File: config.mk
export PLATFORM = sky130hd
export DESIGN_NAME = bfeh_ctrl
export DESIGN_NICKNAME = d
export VERILOG_FILES = /design/src/rtl/core/bfeh_pkg.sv /design/src/rtl/core/bfeh_ctrl.sv
export SDC_FILE = /design/constraint.sdc
export NUM_CORES = 1
export LEC_CHECK = 0
export ABC_AREA = 1
export BUFFER_PORTS_ARGS = -buffer_cell sky130_fd_sc_hd__buf_2
export CORE_MARGIN = 2
export CORE_UTILIZATION = 53
export DETAILED_ROUTE_END_ITERATION = 10
export PLACE_DENSITY = 0.91
export SYNTH_ARGS = -nofsm -noshare
export SYNTH_HDL_FRONTEND = slang
export SYNTH_SLANG_ARGS = --single-unit
export TNS_END_PERCENT = 1
File: constraint.sdc
create_clock -name clk -period 2.32 [get_ports clk]
set_clock_uncertainty 0.15 [all_clocks]
set_input_delay 0.232 -clock clk [delete_from_list [all_inputs] [get_ports clk]]
set_output_delay 0.232 -clock clk [all_outputs]
set_load 0.01 [all_outputs]
File: src/rtl/core/bfeh_pkg.sv
`default_nettype none

package bfeh_pkg;

  // Size of the bit array. It must be a power of two, so that the reduction of a
  // hash to a bit index keeps only the low IDX_W bits.
  localparam int FILTER_BITS = 4096;
  localparam int NUM_HASHES  = 8;
  localparam int NSALT       = 8;

  localparam int IDX_W  = $clog2(FILTER_BITS);
  localparam int LANE_W = (NUM_HASHES > 1) ? $clog2(NUM_HASHES) : 1;
  localparam int SALT_W = $clog2(NSALT);
  localparam int HASH_W = 32;

  localparam logic [HASH_W-1:0] TOP_NIBBLE_MASK = 32'hF000_0000;

  // Operation codes carried with the final byte of a key.
  localparam logic OP_INSERT = 1'b0;
  localparam logic OP_TEST   = 1'b1;

  typedef logic [HASH_W-1:0] hash_t;

  // Commands from the controller to the datapath.
  typedef struct packed {
    logic              clear;       // clearing pass: write zero at clr_addr
    logic [IDX_W-1:0]  clr_addr;
    logic              load_byte;   // hash the incoming byte into every lane
    logic              key_start;   // first byte of a key: start from the salts
    logic              latch_op;    // final byte: capture the operation
    logic              start_acc;   // final byte: arm the all-set accumulator
    logic              probe;       // access the bit array for one lane
    logic [LANE_W-1:0] lane;
    logic              load_result; // move the answer into the output register
  } ctrl_cmd_t;

  // Status from the datapath to the controller.
  typedef struct packed {
    logic out_free; // output register empty or being emptied this cycle
  } dp_status_t;

  // One step of the ELF-style hash: shift in the sign-extended byte, then fold
  // the top nibble back into bits 7:4 and clear it.
  function automatic hash_t hash_byte(input hash_t h, input logic [7:0] b);
    hash_t sum;
    hash_t g;
    sum = {h[HASH_W-5:0], 4'b0000} + {{(HASH_W-8){b[7]}}, b};
    g   = sum & TOP_NIBBLE_MASK;
    return sum ^ (g >> 24) ^ g;
  endfunction

endpackage

`default_nettype wire

File: src/rtl/core/bfeh_ctrl.sv
`default_nettype none

module bfeh_ctrl (
  input  wire logic                 clk,
  input  wire logic                 rst,
  input  wire logic                 in_valid,
  input  wire logic                 in_last,
  output logic                      in_ready,
  input  wire bfeh_pkg::dp_status_t status,
  output bfeh_pkg::ctrl_cmd_t       cmd
);

  typedef enum logic [2:0] {
    ST_CLEAR,
    ST_IDLE,
    ST_PROBE,
    ST_DRAIN,
    ST_FINISH
  } state_t;

  localparam logic [bfeh_pkg::IDX_W-1:0]  CLR_LAST  = '1;
  localparam logic [bfeh_pkg::LANE_W-1:0] LANE_LAST =
    bfeh_pkg::LANE_W'(bfeh_pkg::NUM_HASHES - 1);

  state_t                      state;
  logic [bfeh_pkg::IDX_W-1:0]  clr_addr;
  logic [bfeh_pkg::LANE_W-1:0] lane;
  logic                        key_started;
  logic                        accept;

  assign in_ready = (state == ST_IDLE);
  assign accept   = in_ready && in_valid;

  always_comb begin
    cmd             = '0;
    cmd.clear       = (state == ST_CLEAR);
    cmd.clr_addr    = clr_addr;
    cmd.load_byte   = accept;
    cmd.key_start   = !key_started;
    cmd.latch_op    = accept && in_last;
    cmd.start_acc   = accept && in_last;
    cmd.probe       = (state == ST_PROBE);
    cmd.lane        = lane;
    cmd.load_result = (state == ST_FINISH) && status.out_free;
  end

  always_ff @(posedge clk) begin
    if (rst) begin
      state       <= ST_CLEAR;
      clr_addr    <= '0;
      lane        <= '0;
      key_started <= 1'b0;
    end else begin
      case (state)
        ST_CLEAR: begin
          clr_addr <= clr_addr + bfeh_pkg::IDX_W'(1);
          if (clr_addr == CLR_LAST) begin
            state <= ST_IDLE;
          end
        end
        ST_IDLE: begin
          if (accept) begin
            key_started <= !in_last;
            if (in_last) begin
              lane  <= '0;
              state <= ST_PROBE;
            end
          end
        end
        ST_PROBE: begin
          lane <= lane + bfeh_pkg::LANE_W'(1);
          if (lane == LANE_LAST) begin
            state <= ST_DRAIN;
          end
        end
        ST_DRAIN: begin
          state <= ST_FINISH;
        end
        ST_FINISH: begin
          if (status.out_free) begin
            state <= ST_IDLE;
          end
        end
        default: begin
          state <= ST_IDLE;
        end
      endcase
    end
  end

endmodule

`default_nettype wire

# ---- Yosys cells after proc, flatten, opt, wreduce, memory -nomap -nowiden
# Cells that the tools add are included.
dict set report totals {
  register_bits 19
  in_bits 5
  out_inout_bits 23
}
dict set report op_classes {
  n_addsub 2
  eq_ne 11
  muxes 9
  reduce_logical 10
}
# operator count
set op_table {}
lappend op_table {{two-way mux 3 bit} 7}
lappend op_table {{case mux 3 bit (5 select lines)} 1}
lappend op_table {{adder 12 x 1 -> 12 bit, second input constant} 1}
lappend op_table {{== test 12 bit, second input constant} 1}
lappend op_table {{== test 3 x 2 -> 1 bit, second input constant} 2}
lappend op_table {{== test 3 bit, second input constant} 2}
lappend op_table {{inequality test 2 x 1 -> 1 bit, second input constant} 3}
lappend op_table {{case mux 3 bit (2 select lines)} 1}
lappend op_table {{AND reduction 5 bit} 1}
lappend op_table {{inequality test 2 bit, second input constant} 2}
lappend op_table {{adder 3 x 1 -> 3 bit, second input constant} 1}
lappend op_table {{== test 3 x 1 -> 1 bit, second input constant} 1}
lappend op_table {{logical AND 1 bit} 3}
lappend op_table {{zero test 3 bit} 1}
lappend op_table {{AND reduction 3 bit} 1}
lappend op_table {{zero test 1 bit} 2}
lappend op_table {{AND reduction 2 bit} 1}
lappend op_table {{nonzero test 2 bit} 1}

# ---- Longest topological paths before layout
dict set report depth {
  ltp_word 4
  ltp_mapped 9
  mapped_depth_nobuf 9
}

# ---- Worst setup path before layout
# No wires, ideal clock.
dict set report synth_path {
  path_type {register to output}
  startpoint {register state[0]}
  endpoint {output port cmd[6] (netlist bit)}
  t_arrival_ps 1144
  t_required_ps 1938
  slack_ps 794
  stages_incl_launch_ff 4
  path_cell_list {dfxtp_1 > nand3_2 > nor3_1 > buf_4}
}
# item line
set synth_lines {}
lappend synth_lines {{start, declared} bfeh_ctrl.sv:25} ;# state_t state;
lappend synth_lines {{start signal, assigned} bfeh_ctrl.sv:49} ;# state <= ST_CLEAR;
lappend synth_lines {{start signal, assigned} bfeh_ctrl.sv:58} ;# state <= ST_IDLE;
lappend synth_lines {{start signal, assigned} bfeh_ctrl.sv:66} ;# state <= ST_PROBE;
lappend synth_lines {{end, declared} bfeh_ctrl.sv:10} ;# output bfeh_pkg::ctrl_cmd_t cmd

==> results_dict.tcl <==
set metrics [dict create \
    status "finished clean" \
    period_share 0.7658 \
    slew_violations 0 \
    antenna_found_initial 0 \
    die_x_um 46.25 \
    ctsResizeCount 0 \
    rsz0062_at_grt "false" \
    end_kind "primary output" \
    ioPinCount 28 \
    postPlaceCellArea_um2 1090 \
    instances_no_fill 187 \
    vias 929 \
    finalSetupViolCount 0 \
    fin_area_um2 1116 \
    critPathSlowestCell "dfxtp_1" \
    synth_cell_types 22 \
    post_cts_buffers 0 \
    dieArea_um2 2139 \
    cpPeakStageDelay_ns 0.35 \
    wire_per_inst_um 10.84 \
    final_nets 171 \
    gr-total-overflow 0 \
    n_antenna_cell 0 \
    grt_pass1_vias 781 \
    grt_max_degree 13 \
    critPathKind "reg -> out" \
    postCtsHoldBufs 0 \
    firstDrtPassIters 4 \
    cts.path.max_buffers 2 \
    r2r_start "clr_addr[0]$_SDFFE_PP0N_" \
    critPathRequiredTime_ns 1.94 \
    final_util 0.6535 \
    clock_latency_ns 0.31 \
    htree_num_levels 1 \
    initial_utilization 0.5538 \
    max-vdd-ir-drop_mv 0.6072 \
    drc_errors 0 \
    r2r_setup_slack_ns 0.86 \
    startpoint_type "flop" \
    cp.arrival_ns 1.39 \
    r2r-end "clr_addr[10]$_SDFFE_PP0N_" \
    std_cell_rows 15 \
    timing.max_cap.violations 0 \
    dp.cells 183 \
    setup_ws_ns 0.5433 \
    crit_chain "inv_1, nand3_2, nor3_1, buf_2" \
    synthCells 135 \
    path_max_fanout 5 \
    io_buffer_count 27 \
    wl_um 2027 \
    gp_congestion 0.8699 \
    post-place-ws_ns 0.8782 \
    synthToLayoutAreaGrowth_pct 17.99 \
    fp.coreArea_um2 1708 \
    finalCriticalPeriod_ns 1.777 \
    dr.first_iter.drc_count 22 \
    syn_area_per_cell_um2 7.007 \
    clk_pin_slew_worst_paths_ns 0.11 \
    chipHeight_um 46.25 \
    cts_tree "yes" \
    min_path_cells 2 \
    seq_area_frac_synth 0.4021 \
    drive_gt1_frac 0.2407 \
    tightestPinTransition_ns 0.3589 \
    hp-class "in -> reg" \
    grtUsageTotal 0.2047 \
    min_to "clr_addr[9]$_SDFFE_PP0N_" \
    path_buf_inv 2 \
    leakagePower_nw 0.5740 \
    final_antenna_net_count 0 \
    dp_hpwl_um 1542 \
    yosys_warnings 0 \
    syn-num-nets 143 \
    finalHoldViolCount 0 \
    cp_top_family "simple AND/OR/NAND/NOR gates" \
    power_density_nw_per_um2 754.1 \
    cts.sinks 19 \
    grt_pass1_wl_um 3049 \
    cts_buffers 3 \
    max_slew_margin 0.7595 \
    finalSetupTns_ns 0 \
    synth-seq-cells 19 \
    hold_start "rst" \
    synth.cell_area_um2 945.9 \
    vias_per_cell 4.968 \
    critPathLaunch "state[2]$_SDFFE_PP0P_" \
    fillCellCount 157 \
    fmax_mhz 562.8 \
    root_buffer "clkbuf_4" \
    r2r_cells 8 \
]
synthesized netlist by cell type, drive strengths merged:
| cell type | n | area [µm²] |
|---|---|---|
| a21oi | 12 | 60.06 |
| buf | 2 | 15.01 |
| clkbuf | 2 | 7.510 |
| dfxtp | 19 | 380.4 |
| ha | 3 | 37.54 |
| inv | 23 | 86.33 |
| nand2 | 22 | 85.09 |
| nand3 | 11 | 60.06 |
| nand4 | 1 | 6.260 |
| nor2 | 22 | 97.59 |
| nor3 | 4 | 25.02 |
| nor4 | 1 | 6.260 |
| o21ai | 10 | 53.80 |
| o21bai | 1 | 7.510 |
| xor2 | 2 | 17.52 |
area by class of cell:
| class | instances | area (µm²) | area share |
|---|---|---|---|
| Timing Repair Buffer | 27 | 135.1 | 0.1211 |
| Inverter | 23 | 86.33 | 0.07735 |
| Multi-Input combinational cell | 89 | 456.7 | 0.4092 |
| Clock buffer | 4 | 26.28 | 0.02354 |
| Tap cell | 25 | 31.28 | 0.02803 |
| Sequential cell | 19 | 380.4 | 0.3408 |
sequential cells by signal, summed over array words and instances (netlist names):
name	flops
clr_addr	12
state	3
key_started	1
lane	3
kinds of logic after synthesis:
logic type	after synthesis	share of synthesized area
and+or+nand+nor	61	0.2963
buffers and inverters	27	0.1151
xor gates and xnor gates	2	0.01852
adders and majority gates	3	0.03969
AOI/OAI and AO/OA	23	0.1283
DFF	19	0.4021
report_power, final:
part	internal, mW	switching, mW
Combinational	0.0957	0.171
Sequential	0.361	0.0450
Clock	0.0672	0.102
Total	0.524	0.318
cell usage in the layout (no fill, tap or decap), drive strengths merged:
cell	n
buf	27
inv	23
nand2	22
nor2	22
dfxtp	19
a21oi	12
nand3	11
o21ai	10
nor3	4
clkbuf	4
ha	3
xor2	2
nor4	1
o21bai	1
nand4	1
layer usage:
layer | GRT usage | up-vias | share of wire
met4 | 0.1543 | 0 | 0.025
met3 | 0.06667 | 5 | 0.052
met1 | 0.2399 | 413 | 0.48
met2 | 0.3056 | 30 | 0.45
met5 | 0 | - | 0
li1 | - | 481 | -
how the worst max path moves through the flow:
stage	end	slack, ns	cells after the start
detailed placement	cmd[5]	0.88	4
global route	cmd[5]	0.44	3
finish	cmd[5]	0.54	4
CTS	cmd[5]	0.54	4
floorplan	cmd[6]	0.79	3
global placement	cmd[5]	0.96	3
stage by stage:
stage	power [mW]	hold WS [ns]
floorplan	0.5961	0.3038
global placement	0.6649	0.3110
detailed placement	0.6768	0.3257
CTS	0.8436	0.04306
global route	0.8999	0.02740
finish	0.8416	0.05031
No activity file was read; power rests on OpenSTA's default activity.
